### src/hdl/ctpc_pkg.sv
// shared types, constants and field packing for the climate threshold controller
// no dependencies; used by every file of the block

package ctpc_pkg;

  localparam int TIME_BITS_DEF = 32;

  localparam int CMD_W     = 3;
  localparam int NOW_W     = 32;
  localparam int READ_W    = 8;
  localparam int CFG_W     = 16;
  localparam int CFG_IDX_W = 1;
  localparam int TLIM_W    = 6;
  localparam int HLIM_W    = 7;
  localparam int PCT_W     = 7;
  localparam int DUTY_W    = 16;
  localparam int IN_DATA_W  = 48;
  localparam int OUT_DATA_W = 64;

  // divider operands: diff (7 bits) times a 16 bit scale, over a 7 bit divisor
  localparam int DIV_N_W = HLIM_W + DUTY_W;
  localparam int DIV_D_W = HLIM_W;

  localparam logic [TLIM_W-1:0] TEMP_MAX     = 6'd60;
  localparam logic [TLIM_W-1:0] TEMP_RST     = 6'd20;
  localparam logic [HLIM_W-1:0] HUMI_MAX     = 7'd100;
  localparam logic [HLIM_W-1:0] HUMI_RST     = 7'd60;
  localparam logic [DUTY_W-1:0] PCT_SCALE    = 16'd100;
  localparam logic [CFG_W-1:0]  DEBOUNCE_RST = 16'd200;
  localparam logic [CFG_W-1:0]  FSCALE_RST   = 16'd65535;

  typedef enum logic [CMD_W-1:0] {
    CMD_MODE  = 3'd0,
    CMD_UP    = 3'd1,
    CMD_DOWN  = 3'd2,
    CMD_READ  = 3'd3,
    CMD_FAULT = 3'd4
  } cmd_t;

  typedef enum logic [1:0] {
    MODE_NORMAL = 2'd0,
    MODE_TEMP   = 2'd1,
    MODE_HUMI   = 2'd2
  } mode_t;

  typedef enum logic [CFG_IDX_W-1:0] {
    REG_DEBOUNCE   = 1'd0,
    REG_FULL_SCALE = 1'd1
  } cfg_reg_t;

  typedef enum logic [2:0] {
    ST_IDLE,
    ST_MUL,
    ST_DIV_START,
    ST_DIV_WAIT,
    ST_DONE
  } state_t;

  typedef enum logic [1:0] {
    OP_HEAT,
    OP_FAN,
    OP_PCT
  } op_t;

  typedef struct packed {
    cmd_t                     cmd;
    logic [NOW_W-1:0]         now_ms;
    logic signed [READ_W-1:0] temp_reading;
    logic [READ_W-1:0]        humi_reading;
  } item_t;

  typedef struct packed {
    logic              key_accepted;
    logic [1:0]        mode;
    logic [TLIM_W-1:0] temp_limit;
    logic [HLIM_W-1:0] humi_limit;
    logic [DUTY_W-1:0] heater_duty;
    logic [DUTY_W-1:0] fan_duty;
    logic [PCT_W-1:0]  fan_percent;
    logic              fan_on;
    logic              save_request;
    logic              sensor_fault;
  } result_t;

  function automatic logic [OUT_DATA_W-1:0] pack_result(input result_t r);
    return {6'd0, r.sensor_fault, r.save_request, r.fan_on, r.fan_percent, r.fan_duty,
            r.heater_duty, r.humi_limit, r.temp_limit, r.mode, r.key_accepted};
  endfunction

endpackage

### src/hdl/ctpc_div.sv
// restoring divider, one quotient bit per cycle, shared by all duty computations
// depends on ctpc_pkg for operand widths

module ctpc_div (
  input  logic                           clk,
  input  logic                           rst,
  input  logic                           start,
  input  logic [ctpc_pkg::DIV_N_W-1:0]   dividend,
  input  logic [ctpc_pkg::DIV_D_W-1:0]   divisor,
  output logic                           done,
  output logic [ctpc_pkg::DUTY_W-1:0]    quotient
);

  localparam int N_W   = ctpc_pkg::DIV_N_W;
  localparam int D_W   = ctpc_pkg::DIV_D_W;
  localparam int CNT_W = $clog2(N_W + 1);

  logic             busy;
  logic [CNT_W-1:0] cnt;
  logic [D_W-1:0]   rem;
  logic [D_W-1:0]   dsr;
  logic [N_W-1:0]   quo;
  logic [D_W:0]     shifted;
  logic [D_W:0]     diff;
  logic             fits;
  logic [D_W-1:0]   rem_next;

  always_comb begin
    shifted  = {rem, quo[N_W-1]};
    fits     = shifted >= {1'b0, dsr};
    diff     = shifted - {1'b0, dsr};
    rem_next = fits ? diff[D_W-1:0] : shifted[D_W-1:0];
  end

  assign done     = busy && (cnt == '0);
  assign quotient = quo[ctpc_pkg::DUTY_W-1:0];

  always_ff @(posedge clk) begin
    if (rst) begin
      busy <= 1'b0;
      cnt  <= '0;
    end else if (start) begin
      busy <= 1'b1;
      cnt  <= CNT_W'(N_W);
      rem  <= '0;
      quo  <= dividend;
      dsr  <= divisor;
    end else if (busy) begin
      if (cnt == '0) begin
        busy <= 1'b0;
      end else begin
        rem <= rem_next;
        quo <= {quo[N_W-2:0], fits};
        cnt <= cnt - 1'b1;
      end
    end
  end

endmodule

### src/hdl/ctpc_core.sv
// menu, debounce and duty sequencer; drives the shared divider up to three times per reading
// depends on ctpc_pkg and ctpc_div

module ctpc_core #(
  parameter int TIME_BITS = ctpc_pkg::TIME_BITS_DEF
) (
  input  logic                          clk,
  input  logic                          rst,
  input  logic                          start,
  input  ctpc_pkg::item_t               item,
  input  logic [ctpc_pkg::CFG_W-1:0]    debounce_ms,
  input  logic [ctpc_pkg::CFG_W-1:0]    duty_full_scale,
  input  logic                          out_free,
  output logic                          idle,
  output logic                          res_valid,
  output ctpc_pkg::result_t             res
);

  localparam int TL_W = ctpc_pkg::TLIM_W;
  localparam int HL_W = ctpc_pkg::HLIM_W;
  localparam int DW   = ctpc_pkg::DUTY_W;
  localparam int RW   = ctpc_pkg::READ_W;

  ctpc_pkg::state_t state, state_next;
  ctpc_pkg::op_t    op;
  ctpc_pkg::mode_t  menu_mode;

  logic [TL_W-1:0]      temp_limit;
  logic [HL_W-1:0]      humi_limit;
  logic [TIME_BITS-1:0] key_last [3];
  logic [DW-1:0]        heater_level;
  logic [DW-1:0]        fan_level;
  logic [ctpc_pkg::PCT_W-1:0] fan_pct;
  logic                 fault_flag;
  logic                 fan_on;
  logic                 key_acc;
  logic                 save;

  logic [TL_W-1:0] diff_h;
  logic            heat_on;
  logic [HL_W-1:0] diff_f;
  logic [HL_W-1:0] humi_span;
  logic [ctpc_pkg::DIV_N_W-1:0] prod;
  logic [ctpc_pkg::DIV_D_W-1:0] den;

  // item decode
  logic [TIME_BITS-1:0] now_t;
  logic [1:0]           key_idx;
  logic                 is_key;
  logic [TIME_BITS-1:0] last_sel;
  logic [TIME_BITS-1:0] elapsed;
  logic                 pass;
  logic signed [RW:0]   temp_ext;
  logic signed [RW:0]   tl_ext;
  logic signed [RW:0]   heat_raw;
  logic                 heat_cmp;
  logic [TL_W-1:0]      diff_h_c;
  logic [HL_W-1:0]      span_c;
  logic                 fan_cmp;
  logic [RW-1:0]        fan_raw;
  logic [HL_W-1:0]      diff_f_c;

  // shared unit operand selection
  logic [HL_W-1:0]              mul_a;
  logic [DW-1:0]                mul_b;
  logic [ctpc_pkg::DIV_D_W-1:0] den_c;
  logic                         op_live;
  logic [ctpc_pkg::DIV_N_W-1:0] product_c;

  logic          div_start;
  logic          div_done;
  logic [DW-1:0] div_q;

  ctpc_div u_div (
    .clk      (clk),
    .rst      (rst),
    .start    (div_start),
    .dividend (prod),
    .divisor  (den),
    .done     (div_done),
    .quotient (div_q)
  );

  function automatic ctpc_pkg::op_t next_op(input ctpc_pkg::op_t o);
    case (o)
      ctpc_pkg::OP_HEAT: return ctpc_pkg::OP_FAN;
      ctpc_pkg::OP_FAN:  return ctpc_pkg::OP_PCT;
      default:           return ctpc_pkg::OP_PCT;
    endcase
  endfunction

  always_comb begin
    now_t    = TIME_BITS'(item.now_ms);
    key_idx  = item.cmd[1:0];
    is_key   = (item.cmd == ctpc_pkg::CMD_MODE) || (item.cmd == ctpc_pkg::CMD_UP) ||
               (item.cmd == ctpc_pkg::CMD_DOWN);
    last_sel = is_key ? key_last[key_idx] : '0;
    elapsed  = now_t - last_sel;
    pass     = elapsed > TIME_BITS'(debounce_ms);

    temp_ext = {item.temp_reading[RW-1], item.temp_reading};
    tl_ext   = $signed({3'b000, temp_limit});
    heat_cmp = temp_ext < tl_ext;
    heat_raw = tl_ext - temp_ext;
    diff_h_c = item.temp_reading[RW-1] ? temp_limit : heat_raw[TL_W-1:0];

    span_c   = ctpc_pkg::HUMI_MAX - humi_limit;
    fan_cmp  = item.humi_reading > {1'b0, humi_limit};
    fan_raw  = item.humi_reading - {1'b0, humi_limit};
    diff_f_c = (fan_raw > {1'b0, span_c}) ? span_c : fan_raw[HL_W-1:0];
  end

  always_comb begin
    case (op)
      ctpc_pkg::OP_HEAT: begin
        mul_a   = {1'b0, diff_h};
        mul_b   = duty_full_scale;
        den_c   = {1'b0, temp_limit};
        op_live = heat_on && (temp_limit != '0);
      end
      ctpc_pkg::OP_FAN: begin
        mul_a   = diff_f;
        mul_b   = duty_full_scale;
        den_c   = humi_span;
        op_live = fan_on && (humi_span != '0);
      end
      ctpc_pkg::OP_PCT: begin
        mul_a   = diff_f;
        mul_b   = ctpc_pkg::PCT_SCALE;
        den_c   = humi_span;
        op_live = fan_on && (humi_span != '0);
      end
      default: begin
        mul_a   = '0;
        mul_b   = '0;
        den_c   = '0;
        op_live = 1'b0;
      end
    endcase
    product_c = ctpc_pkg::DIV_N_W'(mul_a) * ctpc_pkg::DIV_N_W'(mul_b);
  end

  always_ff @(posedge clk) begin
    if (rst) begin
      state <= ctpc_pkg::ST_IDLE;
    end else begin
      state <= state_next;
    end
  end

  always_comb begin
    state_next = state;
    div_start  = 1'b0;
    res_valid  = 1'b0;
    case (state)
      ctpc_pkg::ST_IDLE: begin
        if (start) begin
          if (item.cmd == ctpc_pkg::CMD_READ && menu_mode == ctpc_pkg::MODE_NORMAL) begin
            state_next = ctpc_pkg::ST_MUL;
          end else begin
            state_next = ctpc_pkg::ST_DONE;
          end
        end
      end
      ctpc_pkg::ST_MUL: begin
        if (op_live) begin
          state_next = ctpc_pkg::ST_DIV_START;
        end else if (op == ctpc_pkg::OP_PCT) begin
          state_next = ctpc_pkg::ST_DONE;
        end
      end
      ctpc_pkg::ST_DIV_START: begin
        div_start  = 1'b1;
        state_next = ctpc_pkg::ST_DIV_WAIT;
      end
      ctpc_pkg::ST_DIV_WAIT: begin
        if (div_done) begin
          state_next = (op == ctpc_pkg::OP_PCT) ? ctpc_pkg::ST_DONE : ctpc_pkg::ST_MUL;
        end
      end
      ctpc_pkg::ST_DONE: begin
        if (out_free) begin
          res_valid  = 1'b1;
          state_next = ctpc_pkg::ST_IDLE;
        end
      end
      default: state_next = ctpc_pkg::ST_IDLE;
    endcase
  end

  always_ff @(posedge clk) begin
    if (rst) begin
      menu_mode    <= ctpc_pkg::MODE_NORMAL;
      temp_limit   <= ctpc_pkg::TEMP_RST;
      humi_limit   <= ctpc_pkg::HUMI_RST;
      key_last[0]  <= '0;
      key_last[1]  <= '0;
      key_last[2]  <= '0;
      heater_level <= '0;
      fan_level    <= '0;
      fan_pct      <= '0;
      fault_flag   <= 1'b0;
      fan_on       <= 1'b0;
      key_acc      <= 1'b0;
      save         <= 1'b0;
      op           <= ctpc_pkg::OP_HEAT;
    end else begin
      case (state)
        ctpc_pkg::ST_IDLE: begin
          if (start) begin
            key_acc <= is_key && pass;
            save    <= is_key && pass && (item.cmd == ctpc_pkg::CMD_MODE) &&
                       (menu_mode == ctpc_pkg::MODE_HUMI);
            op      <= ctpc_pkg::OP_HEAT;
            if (is_key) begin
              if (pass) begin
                key_last[key_idx] <= now_t;
                if (item.cmd == ctpc_pkg::CMD_MODE) begin
                  case (menu_mode)
                    ctpc_pkg::MODE_NORMAL: menu_mode <= ctpc_pkg::MODE_TEMP;
                    ctpc_pkg::MODE_TEMP:   menu_mode <= ctpc_pkg::MODE_HUMI;
                    ctpc_pkg::MODE_HUMI:   menu_mode <= ctpc_pkg::MODE_NORMAL;
                    default: menu_mode <= ctpc_pkg::MODE_NORMAL;
                  endcase
                end else if (item.cmd == ctpc_pkg::CMD_UP) begin
                  if (menu_mode == ctpc_pkg::MODE_TEMP && temp_limit < ctpc_pkg::TEMP_MAX) begin
                    temp_limit <= temp_limit + 1'b1;
                  end else if (menu_mode == ctpc_pkg::MODE_HUMI &&
                               humi_limit < ctpc_pkg::HUMI_MAX) begin
                    humi_limit <= humi_limit + 1'b1;
                  end
                end else begin
                  if (menu_mode == ctpc_pkg::MODE_TEMP && temp_limit != '0) begin
                    temp_limit <= temp_limit - 1'b1;
                  end else if (menu_mode == ctpc_pkg::MODE_HUMI && humi_limit != '0) begin
                    humi_limit <= humi_limit - 1'b1;
                  end
                end
              end
            end else if (menu_mode == ctpc_pkg::MODE_NORMAL) begin
              if (item.cmd == ctpc_pkg::CMD_READ) begin
                diff_h     <= diff_h_c;
                heat_on    <= heat_cmp;
                diff_f     <= diff_f_c;
                humi_span  <= span_c;
                fan_on     <= fan_cmp;
                fault_flag <= 1'b0;
              end else if (item.cmd == ctpc_pkg::CMD_FAULT) begin
                heater_level <= '0;
                fan_level    <= '0;
                fan_pct      <= '0;
                fan_on       <= 1'b0;
                fault_flag   <= 1'b1;
              end
            end
          end
        end
        ctpc_pkg::ST_MUL: begin
          if (op_live) begin
            prod <= product_c;
            den  <= den_c;
          end else begin
            case (op)
              ctpc_pkg::OP_HEAT: heater_level <= '0;
              ctpc_pkg::OP_FAN:  fan_level    <= '0;
              default:           fan_pct      <= '0;
            endcase
            op <= next_op(op);
          end
        end
        ctpc_pkg::ST_DIV_WAIT: begin
          if (div_done) begin
            case (op)
              ctpc_pkg::OP_HEAT: heater_level <= div_q;
              ctpc_pkg::OP_FAN:  fan_level    <= div_q;
              default:           fan_pct      <= div_q[ctpc_pkg::PCT_W-1:0];
            endcase
            op <= next_op(op);
          end
        end
        default: ;
      endcase
    end
  end

  assign idle = (state == ctpc_pkg::ST_IDLE);

  always_comb begin
    res.key_accepted = key_acc;
    res.mode         = menu_mode;
    res.temp_limit   = temp_limit;
    res.humi_limit   = humi_limit;
    res.heater_duty  = heater_level;
    res.fan_duty     = fan_level;
    res.fan_percent  = fan_pct;
    res.fan_on       = fan_on;
    res.save_request = save;
    res.sensor_fault = fault_flag;
  end

endmodule

### src/hdl/climate_threshold_pwm_controller.sv
// top level: stream ports, configuration registers and the result register
// depends on ctpc_pkg and ctpc_core
//
// one input item on the s_ side gives exactly one result item on the m_ side.
// s_tuser carries the command: mode key, up key, down key, sensor reading or
// sensor fault; s_tdata carries the key timestamp and the sensor values.
// the cfg channel writes the debounce time (index 0) and the duty full scale
// (index 1); cfg_ready is always high and writes belong between items.
// a key press, a fault or an ignored reading goes from idle straight to the
// done state and moves into the output register once it is free. a reading
// in normal mode runs up to three divisions one after another on the shared
// 1 bit per cycle divider: heater duty, fan duty and fan percent; a division
// is skipped when its divisor is zero or its output is off. s_tready is low
// from acceptance until the result has moved into the output register, so
// one item is in work at a time. a stalled m_tready holds the result and its
// tdata steady; the next item is taken as soon as the sequencer is free and
// waits at the end of its work until the output register empties.
// reset puts the menu in normal mode, the limits at 20 degrees and 60
// percent, duties at zero, the key times at zero and the config at defaults.

module climate_threshold_pwm_controller #(
  parameter int TIME_BITS = ctpc_pkg::TIME_BITS_DEF
) (
  input  logic                                clk,
  input  logic                                rst,
  input  logic                                s_tvalid,
  output logic                                s_tready,
  input  logic [ctpc_pkg::IN_DATA_W-1:0]      s_tdata,   // now_ms, temp_reading, humi_reading
  input  logic [ctpc_pkg::CMD_W-1:0]          s_tuser,   // cmd
  output logic                                m_tvalid,
  input  logic                                m_tready,
  // key_accepted, mode, temp_limit, humi_limit, heater_duty, fan_duty,
  // fan_percent, fan_on, save_request, sensor_fault
  output logic [ctpc_pkg::OUT_DATA_W-1:0]     m_tdata,
  input  logic                                cfg_valid,
  output logic                                cfg_ready,
  input  logic [ctpc_pkg::CFG_IDX_W-1:0]      cfg_index,
  input  logic [ctpc_pkg::CFG_W-1:0]          cfg_data
);

  logic [ctpc_pkg::CFG_W-1:0] debounce_ms;
  logic [ctpc_pkg::CFG_W-1:0] duty_full_scale;

  ctpc_pkg::item_t   item;
  ctpc_pkg::result_t res;
  logic              core_idle;
  logic              res_valid;
  logic              out_free;
  logic              start;

  assign cfg_ready = 1'b1;
  assign s_tready  = core_idle;
  assign start     = s_tvalid && s_tready;
  assign out_free  = !m_tvalid || m_tready;

  always_comb begin
    item.cmd          = ctpc_pkg::cmd_t'(s_tuser);
    item.now_ms       = s_tdata[31:0];
    item.temp_reading = s_tdata[39:32];
    item.humi_reading = s_tdata[47:40];
  end

  always_ff @(posedge clk) begin
    if (rst) begin
      debounce_ms     <= ctpc_pkg::DEBOUNCE_RST;
      duty_full_scale <= ctpc_pkg::FSCALE_RST;
    end else if (cfg_valid && cfg_ready) begin
      case (ctpc_pkg::cfg_reg_t'(cfg_index))
        ctpc_pkg::REG_DEBOUNCE:   debounce_ms     <= cfg_data;
        ctpc_pkg::REG_FULL_SCALE: duty_full_scale <= cfg_data;
        default: ;
      endcase
    end
  end

  ctpc_core #(
    .TIME_BITS (TIME_BITS)
  ) u_core (
    .clk             (clk),
    .rst             (rst),
    .start           (start),
    .item            (item),
    .debounce_ms     (debounce_ms),
    .duty_full_scale (duty_full_scale),
    .out_free        (out_free),
    .idle            (core_idle),
    .res_valid       (res_valid),
    .res             (res)
  );

  always_ff @(posedge clk) begin
    if (rst) begin
      m_tvalid <= 1'b0;
    end else if (res_valid) begin
      m_tvalid <= 1'b1;
    end else if (m_tready) begin
      m_tvalid <= 1'b0;
    end
  end

  always_ff @(posedge clk) begin
    if (res_valid) begin
      m_tdata <= ctpc_pkg::pack_result(res);
    end
  end

endmodule

### config.mk
export PLATFORM = sky130hd
export DESIGN_NAME = climate_threshold_pwm_controller
export DESIGN_NICKNAME = d
export VERILOG_FILES = /design/src/hdl/ctpc_pkg.sv /design/src/hdl/ctpc_div.sv /design/src/hdl/ctpc_core.sv /design/src/hdl/climate_threshold_pwm_controller.sv
export SDC_FILE = /design/constraint.sdc
export NUM_CORES = 1
export LEC_CHECK = 0
export ABC_AREA = 1
export ABC_CLOCK_PERIOD_IN_PS = 7650
export BUFFER_PORTS_ARGS = -buffer_cell sky130_fd_sc_hd__buf_2
export CORE_MARGIN = 1.5
export CORE_UTILIZATION = 56
export DETAILED_ROUTE_END_ITERATION = 6
export HOLD_SLACK_MARGIN = 0.05
export PLACE_DENSITY_LB_ADDON = 0.05
export SETUP_SLACK_MARGIN = 0.3
export SYNTH_ARGS = -nofsm -noshare
export SYNTH_HDL_FRONTEND = slang
export SYNTH_SLANG_ARGS = --single-unit
### constraint.sdc
create_clock -name clk -period 7.65 [get_ports clk]
set_input_delay 1.53 -clock clk [delete_from_list [all_inputs] [get_ports clk]]
set_output_delay 1.53 -clock clk [all_outputs]
set_load 0.005 [all_outputs]
# Yosys cells after proc, flatten, opt, wreduce, memory -nomap -nowiden
# Memories as Yosys holds them, arrays and structs flattened.
# Cells that the tools add are included.
[word_totals]
regBits = 248
mem_bits_rw = 96
in_bits = 73
output_inout_bits = 67
elab_cells = 222
memories = 1
[memory_table]
columns = ["memory", "words", "width", "read_ports", "rd_clocked_by_memory_dff", "write_ports", "line", "rtl"]
rows = [
  ["u_core.key_last", 3, 32, 1, 0, 3, "ctpc_core.sv:30", "logic [TIME_BITS-1:0] key_last [3];"],
]
[op_classes]
n_addsub = 10
mul = 1
n_lt_le_gt_ge = 7
n_eq_ne = 32
muxes = 86
n_bitwise = 5
reduce_logical = 52
[op_table]
columns = ["operator", "count"]
rows = [
  ["$mux 16", 13],
  ["$mux 7", 18],
  ["$pmux 16 s3", 2],
  ["$mux 23", 3],
  ["$mux 32", 2],
  ["$gt 32x16->1", 1],
  ["$pmux 16 s2", 1],
  ["$reduce_or 32->1", 1],
  ["$sub 32x32->32", 1],
  ["$reduce_and 10->1", 3],
  ["$pmux 7 s2", 2],
  ["$ne 2x2->1 const B", 13],
  ["$mux 6", 4],
  ["$mul 7x16->23", 1],
  ["$mux 1", 21],
  ["$mux 3", 7],
  ["$pmux 7 s3", 1],
  ["$gt 8x7->1", 2],
  ["$mux 5", 3],
  ["$pmux 3 s5", 1],
  ["$reduce_bool 7->1", 2],
  ["$eq 3x2->1 const B", 4],
  ["$logic_and 1x1->1", 12],
  ["$ne 2x1->1 const B", 6],
  ["other kinds (39)", 69],
]

# Logic depth before layout (Yosys ltp)
[depth]
word_depth = 14
depth_mapped = 34
ltp_nobuf = 32

# By module
# From an unflattened synthesis, not the netlist that was laid out.
[unflattened]
hier_cells = 2721
hier_area_um2 = 23055.9
[by_module_without_submodules]
columns = ["module", "n_inst", "cells_per_inst", "area_each_um2", "seq_area_each_um2"]
rows = [
  ["ctpc_core", 1, 2202, 17624.4, 5885.6],
  ["climate_threshold_pwm_controller", 1, 244, 3080.5, 2402.3],
  ["ctpc_div", 1, 275, 2351.0, 1231.2],
]

# Least setup slack after synthesis
# No wires, ideal clock.
[synth_path]
path_type = "in2reg"
startpoint = "input port m_tready"
endpoint = "register m_tdata[0] (netlist name) (enable)"
setup_ps = 618
t_arrival_ps = 7072
required_ps = 7032
setup_slack_ps = -40
cell_stages = 2
n_path_buf = 0
path_cell_list = "nor2_1 nor4_1"
[synth_between]
elab_chain_len = 3
[synth_lines]
columns = ["element", "line", "rtl"]
rows = [
  ["start: declaration", "climate_threshold_pwm_controller.sv:31", "input logic m_tready,"],
  ["$logic_or 1x1->1", "climate_threshold_pwm_controller.sv:54", "assign out_free = !m_tvalid || m_tready;"],
  ["$mux 1", "ctpc_core.sv:182", "if (out_free) begin"],
  ["$mux 1", "ctpc_core.sv:155", "case (state)"],
  ["via res_valid", "climate_threshold_pwm_controller.sv:47", "logic res_valid;"],
  ["end signal: assignment", "climate_threshold_pwm_controller.sv:103", "m_tdata <= ctpc_pkg::pack_result(res);"],
  ["end: declaration", "climate_threshold_pwm_controller.sv:34", "output logic [ctpc_pkg::OUT_DATA_W-1:0] m_tdata,"],
]
# The timed path passes the listed nets, and every way through them passes these cells.
# A chain may end at the register's enable or synchronous reset.

# Worst setup path after layout
[layout_path]
startpoint = "register u_core.op[1]"
endpoint = "register u_core.prod[22] (netlist name), data pin"
[layout_between]
elab_chain_len = 4
word_cells_on_any_way = 8
classes_between = "1 x mul; 2 x eq/ne; 2 x mux; 3 x reduce/logical"
[layout_lines]
columns = ["element", "line", "rtl"]
rows = [
  ["start: declaration", "ctpc_core.sv:25", "ctpc_pkg::op_t op;"],
  ["start signal: assignment", "ctpc_core.sv:206", "op <= ctpc_pkg::OP_HEAT;"],
  ["start signal: assignment", "ctpc_core.sv:214", "op <= ctpc_pkg::OP_HEAT;"],
  ["start signal: assignment", "ctpc_core.sv:268", "op <= next_op(op);"],
  ["$eq 2x1->1, or another cell as far along", "ctpc_core.sv:114", "case (op)"],
  ["$reduce_or 2->1 (no line)", "-", ""],
  ["$pmux 7 s2 or $pmux 16 s2 (tied branches)", "ctpc_core.sv:114", ""],
  ["$mul 7x16->23 *", "ctpc_core.sv:140", "product_c = ctpc_pkg::DIV_N_W'(mul_a) * ctpc_pkg::DIV_N_W'(mul_b);"],
  ["via u_core.product_c, one bit", "ctpc_core.sv:68", "logic [ctpc_pkg::DIV_N_W-1:0] product_c;"],
  ["end signal: assignment", "ctpc_core.sv:260", "prod <= product_c;"],
  ["end: declaration", "ctpc_core.sv:43", "logic [ctpc_pkg::DIV_N_W-1:0] prod;"],
]
# Mark *: on every way through the listed nets, which the timed path passes. The rest lies on a longest branch.

==> impl_metrics.json <==
{
  "pin_count": 140,
  "post-route-drc-count": 0,
  "worstPathMaxFanout": 10,
  "core-area_um2": 37800,
  "crit_path_start_kind": "register",
  "fp.dieH_um": 200,
  "cts_max_path_buffers": 3,
  "path_common_cell": "nand2_1",
  "htreeDepth": 2,
  "register_area_um2": 9610,
  "io_buffer_count": 132,
  "dr.pass1.iters": 7,
  "worstHoldPathCells": 0,
  "postCtsSetupBuffers": 0,
  "grt_max_degree": 55,
  "n_fill_cell": 3390,
  "die_w_um": 200,
  "multi_input_area_um2": 10100,
  "async_flop_share_pct": 0,
  "synth-main-ff-cell": "edfxtp_1",
  "grt_use_total_pct": 29.6,
  "num_vias": 17200,
  "wl_per_cell_um": 17.5,
  "end_kind": "register",
  "place_hpwl_mm": 44.9,
  "synth_edf_count": 252,
  "drive_gt1_share_pct": 9.11,
  "required_ps": 7930,
  "min_from": "u_core.den[0]",
  "synth_warnings": 0,
  "dieArea_um2": 39800,
  "fin_crit_sh_pct": 89.3,
  "routed_wl_mm": 56.9,
  "p_per_area_nw_per_um2": 523,
  "layout_setup_ws_ps": 819,
  "ys_types": 50,
  "synth_top_cell_area_share_pct": 35.0,
  "grt_pass1_wl_mm": 89.1,
  "grt_antenna_before_repair": 3,
  "place_ws_ps": 582,
  "hold_class": "register to register",
  "ir_drop_uv": 745,
  "ys_top_cells_by_area": "edfxtp_1 35%, nand2_1 11%, dfxtp_1 9.4%",
  "post-route-min-period_ps": 6830,
  "rrSetupSlack_ps": 820,
  "crit_slowest_cell": "dfxtp_1",
  "synth_area_um2": 21600,
  "worstMarginPinSlew_ps": 967,
  "start_util_pct": 57.2,
  "p_leak_nw": 11.6,
  "slowest_delay_ps": 570,
  "via_per_inst": 5.29,
  "maxCapViolCount": 0,
  "yosysSeqAreaShare_pct": 44.4,
  "cts_resized": 0,
  "tritoncts": "done",
  "insertion_delay_ps": 560,
  "synth_area_per_cell_um2": 8.44,
  "yosysTopAreaCell": "edfxtp_1",
  "slew_viol_final": 0,
  "finalHoldViolations": 0,
  "timing.rr.end": "u_core.prod[22]",
  "cp.arrival_ps": 7110,
  "syn2layout_area_growth_pct": 11.3,
  "clock_skew_ps": 17.0,
  "synthCells": 2562,
  "core.rowCount": 71,
  "grt.overflow.total": 0,
  "setup_viol": 0,
  "cts_made_buffers": 37,
  "dr.first_iter.drc_count": 1634,
  "r2r_cells": 28,
  "routabilityCongestion": 0.925,
  "nNetsFinal": 2990,
  "holdPathEnd": "u_core.u_div.dsr[0]",
  "cts-root-buf": "clkbuf_16",
  "status": "complete, no violations",
  "clock_sinks": 354,
  "hold_buffers": 0,
  "fin_setup_tns_ps": 0,
  "cts.clk_slew.worst_paths_ps": 60,
  "reg2reg_from": "u_core.op[1]",
  "fmax_mhz": 146,
  "ant_nets": 0,
  "grt_pass1_vias": 16200,
  "rsz0062_at_grt": "false",
  "synth-seq-cells": 354,
  "path_class": "register to register",
  "relSlewSlack_pct": 35.5
}
critical path: cells and delay by family (launching register included):
kind                     cells  cell delay [ps]
AO/OA/AOI/OAI                3              590
adder cells (fa/ha/maj)      6             2670
flip-flops                   1              570
AND/OR/NAND/NOR             13             1790
buffers and inverters        5              740
XOR/XNOR                     1              160
metrics by stage:
stage	util, %	cells	cell area, um2	power (mW)	hold WS [ps]
floorplan	-	2577	21700	9.11	400
global placement	60.4	3176	22900	10.7	407
detailed placement	60.4	3176	22900	10.8	405
CTS	63.6	3244	24100	12.7	422
global route	63.6	3244	24100	14.0	428
finish	63.6	3248	24100	12.6	421
cells in the mapped netlist (all sizes together), types with 5 or more instances:
library cell,n
nor2,336
o211ai,8
a211oi,6
nand4,25
o21ai,119
a21oi,123
buf,24
and2,5
dfxtp,102
clkbuf,41
xor2,45
clkinv,5
nand3,87
inv,442
nand2,631
fa,75
ha,138
xnor2,8
edfxtp,252
a22oi,41
nor3,14
nor4,6
cell usage in the layout (no fill, tap or decap), types with 3 or more instances in the layout:
master        n
nor2_2       11
nor2_4        3
xor2_1       45
o211ai_1      8
clkbuf_8      4
edfxtp_1    252
clkinv_1      8
dfxtp_1     102
nor4_1        4
and2_1        5
a22oi_1      41
and3_1        4
a31oi_1       4
nor2_1      322
nand4_1      22
xnor2_1       8
o21ai_0     117
nand4_4       3
ha_1        138
conb_1       17
diode_2       4
fa_1         75
clkinv_2      7
a21o_1        4
buf_2       132
inv_1       437
o31ai_1       3
buf_4        21
inv_2         6
nor3_1       12
a21oi_1     123
clkinvlp_4    3
nand3_1      84
clkbuf_16    39
clkbuf_1      4
a211oi_1      6
nand2_1     627
worst max-delay path by stage:
stage | end | from | cells after the start | slack (ps)
finish | u_core.prod[22] | u_core.op[1] | 28 | 820
global route | u_core.prod[22] | u_core.op[1] | 28 | 380
CTS | u_core.prod[22] | u_core.op[1] | 28 | 870
detailed placement | u_core.key_last[0][25] | s_tuser[0] | 30 | 580
global placement | u_core.key_last[0][23] | s_tuser[0] | 32 | 710
floorplan | u_core.key_last[0][0] | s_tuser[1] | 31 | 1750
registers in the layout, summed over array words and instances (netlist names), 3 cells and up:
| name | count |
|---|---|
| u_core.key_last | 106 |
| m_tdata | 58 |
| u_core.prod | 23 |
| u_core.u_div.quo | 23 |
| debounce_ms | 16 |
| duty_full_scale | 16 |
| u_core.fan_level | 16 |
| u_core.heater_level | 16 |
| u_core.den | 7 |
| u_core.diff_f | 7 |
| u_core.fan_pct | 7 |
| u_core.humi_limit | 7 |
| u_core.humi_span | 7 |
| u_core.u_div.dsr | 7 |
| u_core.u_div.rem | 7 |
| u_core.diff_h | 6 |
| u_core.temp_limit | 6 |
| u_core.u_div.cnt | 5 |
| u_core.state | 3 |
logic make-up after synthesis:
group | after synthesis | share of synthesized area [%]
AOI/OAI and AO/OA | 319 | 8.30
xor gates and xnor gates | 53 | 2.15
adders and majority gates | 213 | 14.9
buffers and inverters | 512 | 9.23
DFF | 354 | 44.4
other | 2 | 0.0347
and+or+nand+nor | 1109 | 20.9
report_power, final:
group | leakage, nW | internal (mW) | switching (mW)
Clock | 0.596 | 1.02 | 0.770
Sequential | 3.25 | 2.88 | 0.126
Combinational | 7.80 | 3.04 | 4.77
layer usage:
layer | global-route usage, % | share of wire, % | vias to the layer above
met1 | 45.4 | 48 | 7993
li1 | - | - | 8479
met3 | 6.50 | 9.6 | 71
met4 | 7.38 | 1.8 | 2
met2 | 42.0 | 41 | 648
met5 | 0 | 0.023 | -
cell type report:
class | count | area share, %
clock buffers | 47 | 4.34
flip-flops and latches | 354 | 39.9
clock inverters | 21 | 0.722
diodes | 4 | 0.0416
inverters | 447 | 6.97
well taps | 511 | 2.65
multi-input cells | 1711 | 42.0
repair buffers | 153 | 3.40
Power figures use the tool's default switching activity.
